## src/rtl/kle_pkg.sv

```systemverilog
// ----------------------------------------------------------------------------
// Keyframe level envelope package
// Shared widths, request and register codes, state types and the records
// passed between the sequencer and the serial interpolation unit.
// ----------------------------------------------------------------------------
package kle_pkg;

    // Field widths of the request and result items.
    localparam int REQ_W     = 2;
    localparam int INDEX_W   = 4;
    localparam int LEVEL_W   = 8;
    localparam int DUR_W     = 16;
    localparam int CHAN_W    = 2;
    localparam int COUNT_W   = 5;

    // Stream and configuration port widths.
    localparam int S_TDATA_W   = 32;
    localparam int S_TUSER_W   = REQ_W;
    localparam int M_TDATA_W   = LEVEL_W;
    localparam int M_TUSER_W   = CHAN_W;
    localparam int CFG_INDEX_W = 2;
    localparam int CFG_DATA_W  = COUNT_W;

    // One table entry holds a level and a duration.
    localparam int ENTRY_W = LEVEL_W + DUR_W;
    // Weighted sum of two levels over one duration.
    localparam int PROD_W  = LEVEL_W + DUR_W;
    // Step counter of the serial unit, one level bit per step.
    localparam int STEP_W  = $clog2(LEVEL_W);
    localparam logic [STEP_W-1:0] LAST_STEP = STEP_W'(LEVEL_W - 1);

    // Request kinds.
    localparam logic [REQ_W-1:0] REQ_TICK    = 2'd0;
    localparam logic [REQ_W-1:0] REQ_WRITE   = 2'd1;
    localparam logic [REQ_W-1:0] REQ_RESTART = 2'd2;

    // Configuration register indexes.
    localparam logic [CFG_INDEX_W-1:0] REG_KEYFRAME_COUNT = 2'd0;
    localparam logic [CFG_INDEX_W-1:0] REG_COLOR_CHANNEL  = 2'd1;
    localparam logic [CFG_INDEX_W-1:0] REG_REPEAT_ENABLE  = 2'd2;

    // Sequencer states of the top level.
    typedef enum logic [2:0] {
        ST_IDLE,
        ST_RD_A,
        ST_RD_B,
        ST_EVAL,
        ST_CALC,
        ST_PUSH
    } t_kle_state;

    // Phases of the serial interpolation unit.
    typedef enum logic [1:0] {
        IP_IDLE,
        IP_MUL,
        IP_DIV,
        IP_FIN
    } t_interp_state;

    // Operands handed to the interpolation unit.
    typedef struct packed {
        logic [LEVEL_W-1:0] v0;
        logic [LEVEL_W-1:0] v1;
        logic [DUR_W-1:0]   dur;
        logic [DUR_W-1:0]   tick;
    } t_interp_req;

    // Result and completion flag from the interpolation unit.
    typedef struct packed {
        logic [LEVEL_W-1:0] quotient;
        logic               done;
    } t_interp_rsp;

endpackage

```

## src/rtl/kle_ram.sv

```systemverilog
// ----------------------------------------------------------------------------
// Generic RAM
// One write port and one read port with registered read data.
// ----------------------------------------------------------------------------
module kle_ram #(
    parameter int WIDTH = 24,
    parameter int DEPTH = 16
) (
    input  logic                     i_clk,
    input  logic                     i_wr_en,
    input  logic [$clog2(DEPTH)-1:0] i_wr_addr,
    input  logic [WIDTH-1:0]         i_wr_data,
    input  logic [$clog2(DEPTH)-1:0] i_rd_addr,
    output logic [WIDTH-1:0]         o_rd_data
);

    logic [WIDTH-1:0] r_mem [DEPTH];
    logic [WIDTH-1:0] r_rd_data;

    // Write port and registered read port.
    always_ff @(posedge i_clk) begin
        if (i_wr_en) begin
            r_mem[i_wr_addr] <= i_wr_data;
        end
        r_rd_data <= r_mem[i_rd_addr];
    end

    assign o_rd_data = r_rd_data;

endmodule

```

## src/rtl/kle_interp.sv

```systemverilog
// ----------------------------------------------------------------------------
// Serial interpolation unit
// Forms v0*(dur-ti) + v1*ti by shift and add, one level bit per cycle, then
// divides by dur with a restoring divider, one quotient bit per cycle.
// ----------------------------------------------------------------------------
module kle_interp (
    input  logic                 i_clk,
    input  logic                 i_rst_n,
    input  logic                 i_start,
    input  kle_pkg::t_interp_req i_req,
    output kle_pkg::t_interp_rsp o_rsp
);
    import kle_pkg::*;

    t_interp_state       r_phase;
    t_interp_state       n_phase;
    logic [STEP_W-1:0]   r_cnt;
    logic [LEVEL_W-1:0]  r_v0_sh;
    logic [LEVEL_W-1:0]  r_v1_sh;
    logic [DUR_W-1:0]    r_a;
    logic [DUR_W-1:0]    r_ti;
    logic [DUR_W-1:0]    r_dur;
    logic [PROD_W-1:0]   r_acc;
    logic [DUR_W-1:0]    r_rem;
    logic [LEVEL_W-1:0]  r_q;

    logic [DUR_W-1:0]    n_ti;
    logic [PROD_W-1:0]   n_acc;
    logic [DUR_W:0]      w_trial;
    logic [DUR_W:0]      w_diff;
    logic                w_fits;
    logic                w_last;

    // Clamp the tick count to the duration at load time.
    assign n_ti = (i_req.tick < i_req.dur) ? i_req.tick : i_req.dur;

    // One shift-and-add step of both products.
    always_comb begin
        n_acc = {r_acc[PROD_W-2:0], 1'b0};
        if (r_v0_sh[LEVEL_W-1]) begin
            n_acc = n_acc + PROD_W'(r_a);
        end
        if (r_v1_sh[LEVEL_W-1]) begin
            n_acc = n_acc + PROD_W'(r_ti);
        end
    end

    // One restoring division step: bring down the next numerator bit.
    assign w_trial = {r_rem, r_acc[LEVEL_W-1]};
    assign w_fits  = (w_trial >= {1'b0, r_dur});
    assign w_diff  = w_trial - {1'b0, r_dur};
    assign w_last  = (r_cnt == LAST_STEP);

    // Phase sequencing.
    always_comb begin
        n_phase = r_phase;
        case (r_phase)
            IP_IDLE: begin
                if (i_start) begin
                    n_phase = IP_MUL;
                end
            end
            IP_MUL: begin
                if (w_last) begin
                    n_phase = IP_DIV;
                end
            end
            IP_DIV: begin
                if (w_last) begin
                    n_phase = IP_FIN;
                end
            end
            IP_FIN: begin
                n_phase = IP_IDLE;
            end
            default: begin
                n_phase = IP_IDLE;
            end
        endcase
    end

    // Result outputs.
    always_comb begin
        o_rsp.quotient = r_q;
        o_rsp.done     = (r_phase == IP_FIN);
    end

    // Control state.
    always_ff @(posedge i_clk) begin
        if (!i_rst_n) begin
            r_phase <= IP_IDLE;
            r_cnt   <= '0;
        end else begin
            r_phase <= n_phase;
            if (r_phase == IP_IDLE) begin
                r_cnt <= '0;
            end else begin
                r_cnt <= r_cnt + STEP_W'(1);
            end
        end
    end

    // Datapath shift registers.
    always_ff @(posedge i_clk) begin
        case (r_phase)
            IP_IDLE: begin
                if (i_start) begin
                    r_v0_sh <= i_req.v0;
                    r_v1_sh <= i_req.v1;
                    r_dur   <= i_req.dur;
                    r_ti    <= n_ti;
                    r_a     <= i_req.dur - n_ti;
                    r_acc   <= '0;
                end
            end
            IP_MUL: begin
                r_v0_sh <= {r_v0_sh[LEVEL_W-2:0], 1'b0};
                r_v1_sh <= {r_v1_sh[LEVEL_W-2:0], 1'b0};
                r_acc   <= n_acc;
                // The high part of the sum is the first partial remainder.
                r_rem   <= n_acc[PROD_W-1:LEVEL_W];
            end
            IP_DIV: begin
                r_acc <= {r_acc[PROD_W-2:0], 1'b0};
                r_rem <= w_fits ? w_diff[DUR_W-1:0] : w_trial[DUR_W-1:0];
                r_q   <= {r_q[LEVEL_W-2:0], w_fits};
            end
            default: begin
            end
        endcase
    end

    // A new operation is only started while the unit is free.
    a_start_when_idle: assert property (@(posedge i_clk) disable iff (!i_rst_n)
        i_start |-> r_phase == IP_IDLE)
        else $error("interpolation started while busy");

    // The finish phase always follows the division phase.
    a_fin_after_div: assert property (@(posedge i_clk) disable iff (!i_rst_n)
        r_phase == IP_FIN |-> $past(r_phase) == IP_DIV)
        else $error("finish phase reached without division");

    // The final remainder is below the divisor.
    a_rem_below_dur: assert property (@(posedge i_clk) disable iff (!i_rst_n)
        r_phase == IP_FIN |-> r_rem < r_dur)
        else $error("division remainder out of range");

endmodule

```

## src/rtl/keyframe_level_envelope.sv

```systemverilog
// ----------------------------------------------------------------------------
// Keyframe level envelope
// A piecewise linear LED fade generator for one color channel. Keyframes
// (level and duration) are loaded with write requests; each tick request
// while the envelope runs returns one result with the level interpolated as
// floor((v0*(dur-ti) + v1*ti) / dur), the last keyframe held flat, and a
// final result with level 0 and tlast set when the envelope ends. Write,
// restart and stopped-tick requests return nothing. A tick on a flat or
// finishing segment passes through the read, evaluate and push states;
// an interpolated tick also waits on the serial multiply and divide unit,
// which handles one level bit per cycle for 8 multiply steps and 8 divide
// steps. The keyframe table is a RAM read twice per tick, once for the
// current and once for the next entry.
// ----------------------------------------------------------------------------
module keyframe_level_envelope #(
    parameter int MAX_KEYFRAMES = 16
) (
    input  logic                           i_clk,
    input  logic                           i_rst_n,
    // Request stream.
    input  logic                           i_s_axis_tvalid,
    output logic                           o_s_axis_tready,
    // tdata: key_index[3:0], key_level[11:4], key_duration[27:12], zeros
    input  logic [kle_pkg::S_TDATA_W-1:0]  i_s_axis_tdata,
    // tuser: req_type[1:0]
    input  logic [kle_pkg::S_TUSER_W-1:0]  i_s_axis_tuser,
    // Result stream.
    output logic                           o_m_axis_tvalid,
    input  logic                           i_m_axis_tready,
    // tdata: level[7:0]
    output logic [kle_pkg::M_TDATA_W-1:0]  o_m_axis_tdata,
    // tuser: channel[1:0]
    output logic [kle_pkg::M_TUSER_W-1:0]  o_m_axis_tuser,
    // tlast: run_done
    output logic                           o_m_axis_tlast,
    // Configuration write port.
    input  logic                           i_cfg_wr_en,
    input  logic [kle_pkg::CFG_INDEX_W-1:0] i_cfg_index,
    input  logic [kle_pkg::CFG_DATA_W-1:0] i_cfg_wdata
);
    import kle_pkg::*;

    localparam int AW = $clog2(MAX_KEYFRAMES);
    localparam int PW = $clog2(MAX_KEYFRAMES + 1);

    // Configuration registers.
    logic [COUNT_W-1:0]  r_keyframe_count;
    logic [CHAN_W-1:0]   r_color_channel;
    logic                r_repeat_enable;

    // Envelope state.
    t_kle_state          r_state;
    t_kle_state          n_state;
    logic [PW-1:0]       r_pos;
    logic [DUR_W-1:0]    r_tick;
    logic                r_running;

    // Current entry and pending result.
    logic [LEVEL_W-1:0]  r_v0;
    logic [DUR_W-1:0]    r_dur;
    logic [LEVEL_W-1:0]  r_res_level;
    logic                r_res_done;

    // Output register.
    logic                r_o_valid;
    logic [LEVEL_W-1:0]  r_o_level;
    logic [CHAN_W-1:0]   r_o_chan;
    logic                r_o_last;

    // Request fields.
    logic [INDEX_W-1:0]  w_key_index;
    logic [LEVEL_W-1:0]  w_key_level;
    logic [DUR_W-1:0]    w_key_dur;
    logic                w_accept;

    // Table access.
    logic                w_wr_en;
    logic [AW-1:0]       w_rd_addr;
    logic [ENTRY_W-1:0]  w_rd_data;
    logic [LEVEL_W-1:0]  w_rd_level;
    logic [DUR_W-1:0]    w_rd_dur;

    // Tick evaluation.
    logic [PW-1:0]       w_frames;
    logic [PW-1:0]       w_pos_p1;
    logic [DUR_W:0]      w_tick_next;
    logic                w_in_range;
    logic                w_advance;
    logic [PW-1:0]       w_new_pos;
    logic                w_done;
    logic                w_need_interp;

    // Sequencer outputs.
    logic                w_rd_next;
    logic                w_start;
    logic                w_out_load;

    t_interp_req         w_ireq;
    t_interp_rsp         w_irsp;

    assign w_key_index = i_s_axis_tdata[INDEX_W-1:0];
    assign w_key_level = i_s_axis_tdata[INDEX_W +: LEVEL_W];
    assign w_key_dur   = i_s_axis_tdata[INDEX_W + LEVEL_W +: DUR_W];
    assign w_accept    = i_s_axis_tvalid && o_s_axis_tready;

    // Table write on a write request with an index inside the table.
    assign w_wr_en = w_accept && (i_s_axis_tuser == REQ_WRITE)
                     && (32'(w_key_index) < MAX_KEYFRAMES);

    // Keyframe table: level in the upper bits, duration in the lower bits.
    kle_ram #(
        .WIDTH (ENTRY_W),
        .DEPTH (MAX_KEYFRAMES)
    ) u_table (
        .i_clk     (i_clk),
        .i_wr_en   (w_wr_en),
        .i_wr_addr (AW'(w_key_index)),
        .i_wr_data ({w_key_level, w_key_dur}),
        .i_rd_addr (w_rd_addr),
        .o_rd_data (w_rd_data)
    );

    assign w_rd_level = w_rd_data[ENTRY_W-1 -: LEVEL_W];
    assign w_rd_dur   = w_rd_data[DUR_W-1:0];
    assign w_rd_addr  = w_rd_next ? AW'(w_pos_p1) : AW'(r_pos);

    // Number of keyframes in use, clamped to one through the table size.
    always_comb begin
        if (r_keyframe_count == '0) begin
            w_frames = PW'(1);
        end else if (32'(r_keyframe_count) > MAX_KEYFRAMES) begin
            w_frames = PW'(MAX_KEYFRAMES);
        end else begin
            w_frames = PW'(r_keyframe_count);
        end
    end

    // Position and count update for a tick; the next entry is on the RAM
    // output while the sequencer evaluates.
    always_comb begin
        w_pos_p1      = r_pos + PW'(1);
        w_tick_next   = {1'b0, r_tick} + (DUR_W + 1)'(1);
        w_in_range    = (r_pos < w_frames);
        w_advance     = (w_tick_next >= {1'b0, r_dur});
        w_new_pos     = w_advance ? w_pos_p1 : r_pos;
        w_done        = !w_in_range || (w_new_pos >= w_frames);
        w_need_interp = !w_done && (w_pos_p1 < w_frames) && (r_dur != '0);
    end

    // Interpolation operands.
    always_comb begin
        w_ireq.v0   = r_v0;
        w_ireq.v1   = w_rd_level;
        w_ireq.dur  = r_dur;
        w_ireq.tick = r_tick;
    end

    kle_interp u_interp (
        .i_clk   (i_clk),
        .i_rst_n (i_rst_n),
        .i_start (w_start),
        .i_req   (w_ireq),
        .o_rsp   (w_irsp)
    );

    // Sequencer next state.
    always_comb begin
        n_state = r_state;
        case (r_state)
            ST_IDLE: begin
                if (w_accept && (i_s_axis_tuser == REQ_TICK) && r_running) begin
                    n_state = ST_RD_A;
                end
            end
            ST_RD_A: begin
                n_state = ST_RD_B;
            end
            ST_RD_B: begin
                n_state = ST_EVAL;
            end
            ST_EVAL: begin
                n_state = w_need_interp ? ST_CALC : ST_PUSH;
            end
            ST_CALC: begin
                if (w_irsp.done) begin
                    n_state = ST_PUSH;
                end
            end
            ST_PUSH: begin
                if (w_out_load) begin
                    n_state = ST_IDLE;
                end
            end
            default: begin
                n_state = ST_IDLE;
            end
        endcase
    end

    // Sequencer outputs.
    always_comb begin
        o_s_axis_tready = (r_state == ST_IDLE);
        w_rd_next       = (r_state == ST_RD_B);
        w_start         = (r_state == ST_EVAL) && w_need_interp;
        w_out_load      = (r_state == ST_PUSH) && (!r_o_valid || i_m_axis_tready);
    end

    // Configuration registers.
    always_ff @(posedge i_clk) begin
        if (!i_rst_n) begin
            r_keyframe_count <= COUNT_W'(1);
            r_color_channel  <= '0;
            r_repeat_enable  <= 1'b1;
        end else if (i_cfg_wr_en) begin
            case (i_cfg_index)
                REG_KEYFRAME_COUNT: r_keyframe_count <= i_cfg_wdata;
                REG_COLOR_CHANNEL:  r_color_channel  <= i_cfg_wdata[CHAN_W-1:0];
                REG_REPEAT_ENABLE:  r_repeat_enable  <= i_cfg_wdata[0];
                default: begin
                end
            endcase
        end
    end

    // Sequencer state and envelope position.
    always_ff @(posedge i_clk) begin
        if (!i_rst_n) begin
            r_state   <= ST_IDLE;
            r_pos     <= '0;
            r_tick    <= '0;
            r_running <= 1'b1;
        end else begin
            r_state <= n_state;
            if (w_accept && (i_s_axis_tuser == REQ_RESTART)) begin
                r_pos     <= '0;
                r_tick    <= '0;
                r_running <= 1'b1;
            end else if (r_state == ST_EVAL) begin
                if (w_done) begin
                    r_pos     <= '0;
                    r_tick    <= '0;
                    r_running <= r_repeat_enable;
                end else if (w_advance) begin
                    r_pos  <= w_pos_p1;
                    r_tick <= '0;
                end else begin
                    r_tick <= w_tick_next[DUR_W-1:0];
                end
            end
        end
    end

    // Current entry capture and pending result.
    always_ff @(posedge i_clk) begin
        if (r_state == ST_RD_B) begin
            r_v0  <= w_rd_level;
            r_dur <= w_rd_dur;
        end
        if (r_state == ST_EVAL) begin
            r_res_level <= w_done ? '0 : r_v0;
            r_res_done  <= w_done;
        end
        if ((r_state == ST_CALC) && w_irsp.done) begin
            r_res_level <= w_irsp.quotient;
        end
    end

    // Output register: valid is control, the payload loads with it.
    always_ff @(posedge i_clk) begin
        if (!i_rst_n) begin
            r_o_valid <= 1'b0;
        end else if (w_out_load) begin
            r_o_valid <= 1'b1;
        end else if (i_m_axis_tready) begin
            r_o_valid <= 1'b0;
        end
    end

    always_ff @(posedge i_clk) begin
        if (w_out_load) begin
            r_o_level <= r_res_level;
            r_o_chan  <= r_color_channel;
            r_o_last  <= r_res_done;
        end
    end

    assign o_m_axis_tvalid = r_o_valid;
    assign o_m_axis_tdata  = r_o_level;
    assign o_m_axis_tuser  = r_o_chan;
    assign o_m_axis_tlast  = r_o_last;

    // The position never runs past the table.
    a_pos_in_table: assert property (@(posedge i_clk) disable iff (!i_rst_n)
        32'(r_pos) <= MAX_KEYFRAMES)
        else $error("keyframe position beyond table");

    // The tick count stays below the largest duration.
    a_tick_bound: assert property (@(posedge i_clk) disable iff (!i_rst_n)
        r_tick != '1)
        else $error("tick count overflow");

    // A finishing result always carries level zero.
    a_done_level_zero: assert property (@(posedge i_clk) disable iff (!i_rst_n)
        o_m_axis_tvalid && o_m_axis_tlast |-> o_m_axis_tdata == '0)
        else $error("finishing result with nonzero level");

    // A pending result waits while the output register is still held.
    a_push_waits: assert property (@(posedge i_clk) disable iff (!i_rst_n)
        (r_state == ST_PUSH) && r_o_valid && !i_m_axis_tready |=> r_state == ST_PUSH)
        else $error("result dropped while output stalled");

endmodule
```

## config.mk

```make
export PLATFORM = sky130hd
export DESIGN_NAME = keyframe_level_envelope
export DESIGN_NICKNAME = d
export VERILOG_FILES = /design/src/rtl/kle_pkg.sv /design/src/rtl/kle_ram.sv /design/src/rtl/kle_interp.sv /design/src/rtl/keyframe_level_envelope.sv
export SDC_FILE = /design/constraint.sdc
export NUM_CORES = 1
export LEC_CHECK = 0
export ABC_AREA = 1
export BUFFER_PORTS_ARGS = -buffer_cell sky130_fd_sc_hd__buf_2
export CORE_MARGIN = 2
export CORE_UTILIZATION = 50
export CTS_CLUSTER_SIZE = 10
export DETAILED_ROUTE_END_ITERATION = 10
export PLACE_DENSITY = 0.66
export SYNTH_ARGS = -nofsm -noshare
export SYNTH_HDL_FRONTEND = slang
export SYNTH_SLANG_ARGS = --single-unit
```

## constraint.sdc

```tcl
create_clock -name i_clk -period 12 [get_ports i_clk]
set_input_delay 0 -clock i_clk [delete_from_list [all_inputs] [get_ports i_clk]]
set_output_delay 0 -clock i_clk [all_outputs]
set_load 0.05 [all_outputs]
```

==> flow_summary.ini <==
[global_route]
grt_max_degree = 101
antenna_found_initial = 1
grt_pass1_wl_um = 109000
grtUsageTotal_pct = 23.7
grt_pass1_vias = 19800
grt_overflow_total = 0

[outcome]
status = completed

[timing]
final_hold_viol_count = 0
period_minus_slack_ns = 6.30
slew-limit-headroom_pct = 19.5
finalSetupTns_ns = 0
slew_violations = 0
setup_viol = 0
holdWs_ns = 0.114
setup_slack_ns = 5.70
fmax_mhz = 159
rsz0062_at_grt = false
tightestPinTransition_ns = 1.20
clock_skew_ns = 0.0279
finalCritPeriodShare_pct = 52.5

[setup_path]
startpoint = r_tick[0]
reg2reg_depth = 29
worstSetupPathType = flop to flop
cp_common_cell = nand2_1
start_kind = flop
timing.rr.end = u_interp.r_acc[2]
crit_fanout = 23
critPathMaxStageDelay_ns = 0.72
cp-end-kind = flop
cpMaxStageDelayCell = nor2_2
worstPathArrival_ns = 6.56
endpoint = u_interp.r_acc[2]
r2r-start = r_tick[0]
reg2reg_slack_ns = 5.70
critical_path_required_ns = 12.26

[yosys]
synthCells = 2655
synth.cells.most_frequent = edfxtp_1, nand2_1, nor2_1
synth.yosys.seq_area_share_pct = 61.7
yosysMostFrequentCell = edfxtp_1
synth_area_leaders = edfxtp_1, nand2_1, ha_1
synth-async-reset-ratio_pct = 0
syn_avg_cell_area_sq_um = 10.7
ys.flop_type = edfxtp_1
synth_top_area_cell = edfxtp_1
ys_ff_latch = 602
yosys.area.top_type_share_pct = 57.2
synth_cell_types = 50
synth_edf_count = 539
synth_area_sq_mm = 0.0283
synth_warnings = 0
syn-num-nets = 2820

[cts]
htree_levels = 3
cts_resized = 0
cts_num_sinks = 602
cts_buffer_depth = 3
clk_pin_slew_ns = 0.06
clock_latency_ns = 0.62
post-cts-setup-buffers = 0
numCtsBuffers = 72
cts_tree = built
clockRootBuffer = clkbuf_16
ctsHoldBuffers = 51

[die]
start_util_pct = 50.4
die-width_um = 242
row_count = 87
core_area_sq_mm = 0.0562
die_area_sq_mm = 0.0585
chipHeight_um = 242
pin_count = 59

[power]
vdd_ir_drop_max_mv = 0.140
p_per_area_mw_per_mm2 = 173
p_leak_nw = 11.9

[detailed_routing]
drc_errors = 0
firstDrtPassIters = 8
vias = 20200
vias_per_cell = 5.69
drt-initial-drc-count = 1524
routedWlPerCell_um = 19.7
ant_nets = 0
drt-total-wl_um = 69900

[cells_and_area]
final_core_util_pct = 57.0
diodes = 0
syn2layout_area_growth_pct = 13.2
layout-drive-gt1-share_pct = 7.56
layout.nets = 2910

[hold_path]
hold_path_class = input port to flop

[placement]
io_buffers = 54
hpwl_um = 42200
place_ws_ns = 5.77
gp_congestion = 0.882

[run]
max_cap_viol_count = 0
==> logic make-up (layout without fill, tap and decap cells) <==
logic type               after synthesis  after routing  synth area share [%]
buffers and inverters                335            471                  4.87
AO/OA/AOI/OAI                        578            578                  12.0
adder cells (fa/ha/maj)              119            119                  5.37
AND/OR/NAND/NOR                      960            960                  14.2
flip-flops                           602            602                  61.7
XOR/XNOR                              61             61                  1.89
==> layout by cell type, fill, tap and decap left out, types with 69 or more instances in the layout <==
cell type	instances
ha_1	115
nor2_1	278
inv_1	220
nand3_1	136
clkbuf_16	72
o21ai_0	222
a21oi_1	105
nand2_1	435
o21ai_1	70
edfxtp_1	539
o221ai_1	69
==> worst max-delay path, delay by kind of cell, from the launching register on <==
kind	cells	cell delay (ns)
and+or+nand+nor	19	3.67
xor gates and xnor gates	1	0.21
AOI/OAI and AO/OA	3	0.37
buffers and inverters	4	0.65
DFF	1	0.43
adders and majority gates	2	0.57
==> sequential cells by signal, indices dropped and copies added, names as in the netlist, 2 cells and up <==
register	count
o_m_axis_tdata	8
o_m_axis_tuser	2
r_color_channel	2
r_dur	16
r_keyframe_count	5
r_pos	5
r_res_level	8
r_state	3
r_tick	16
r_v0	8
u_interp.r_a	16
u_interp.r_acc	23
u_interp.r_cnt	3
u_interp.r_dur	16
u_interp.r_phase	2
u_interp.r_q	8
u_interp.r_rem	16
u_interp.r_ti	16
u_interp.r_v0_sh	8
u_interp.r_v1_sh	8
u_table.o_rd_data	24
u_table.r_mem	384
==> report_power, final <==
group          leakage [nW]  internal, W  total (W)  switching (W)
sequential             5.38      0.00242    0.00249      0.0000675
combinational          5.48     0.000324    0.00103       0.000701
clock                  1.06      0.00119    0.00204       0.000844
total                  11.9      0.00394    0.00555        0.00161
==> through the flow <==
| step | total power (W) | std cells | area, sq um |
|---|---|---|---|
| 6_report | 0.00555 | 3547 | 32000 |
| 2_1_floorplan | 0.00325 | 2655 | 28300 |
| 3_5_place_dp | 0.00353 | 3376 | 29300 |
| 4_1_cts | 0.00558 | 3547 | 32000 |
| 3_3_place_gp | 0.00350 | 3376 | 29300 |
| 5_1_grt | 0.00581 | 3547 | 32000 |
==> area by class of cell <==
class                   count  area (sq um)
flip-flops and latches    602         17400
well taps                 756           946
inverters                 226           853
repair buffers            125           931
multi-input cells        1718          9640
fillers                  4658         24100
clock buffers             105          1940
clock inverters            15           287
==> layer usage <==
layer	share of wire [%]	vias to the layer above	GRT usage, %	wire [um]
li1	-	9634	-	-
met1	43	9747	30.8	29800
met2	49	640	40.6	34200
met3	5.4	151	3.62	3760
met4	3.0	0	8.44	2090
met5	0	-	0	0
==> how the worst min path moves through the flow <==
| stage | to | start | cells after the start |
|---|---|---|---|
| floorplan | u_table.r_mem[0][0] | i_s_axis_tdata[12] | 0 |
| global placement | r_keyframe_count[2] | i_cfg_wdata[2] | 3 |
| detailed placement | r_keyframe_count[2] | i_cfg_wdata[2] | 3 |
| CTS | u_table.r_mem[8][23] | i_s_axis_tdata[3] | 3 |
| global route | u_table.r_mem[8][23] | i_s_axis_tdata[3] | 3 |
| finish | u_table.r_mem[8][11] | i_s_axis_tdata[3] | 3 |
(Power assumes the default switching activity.)
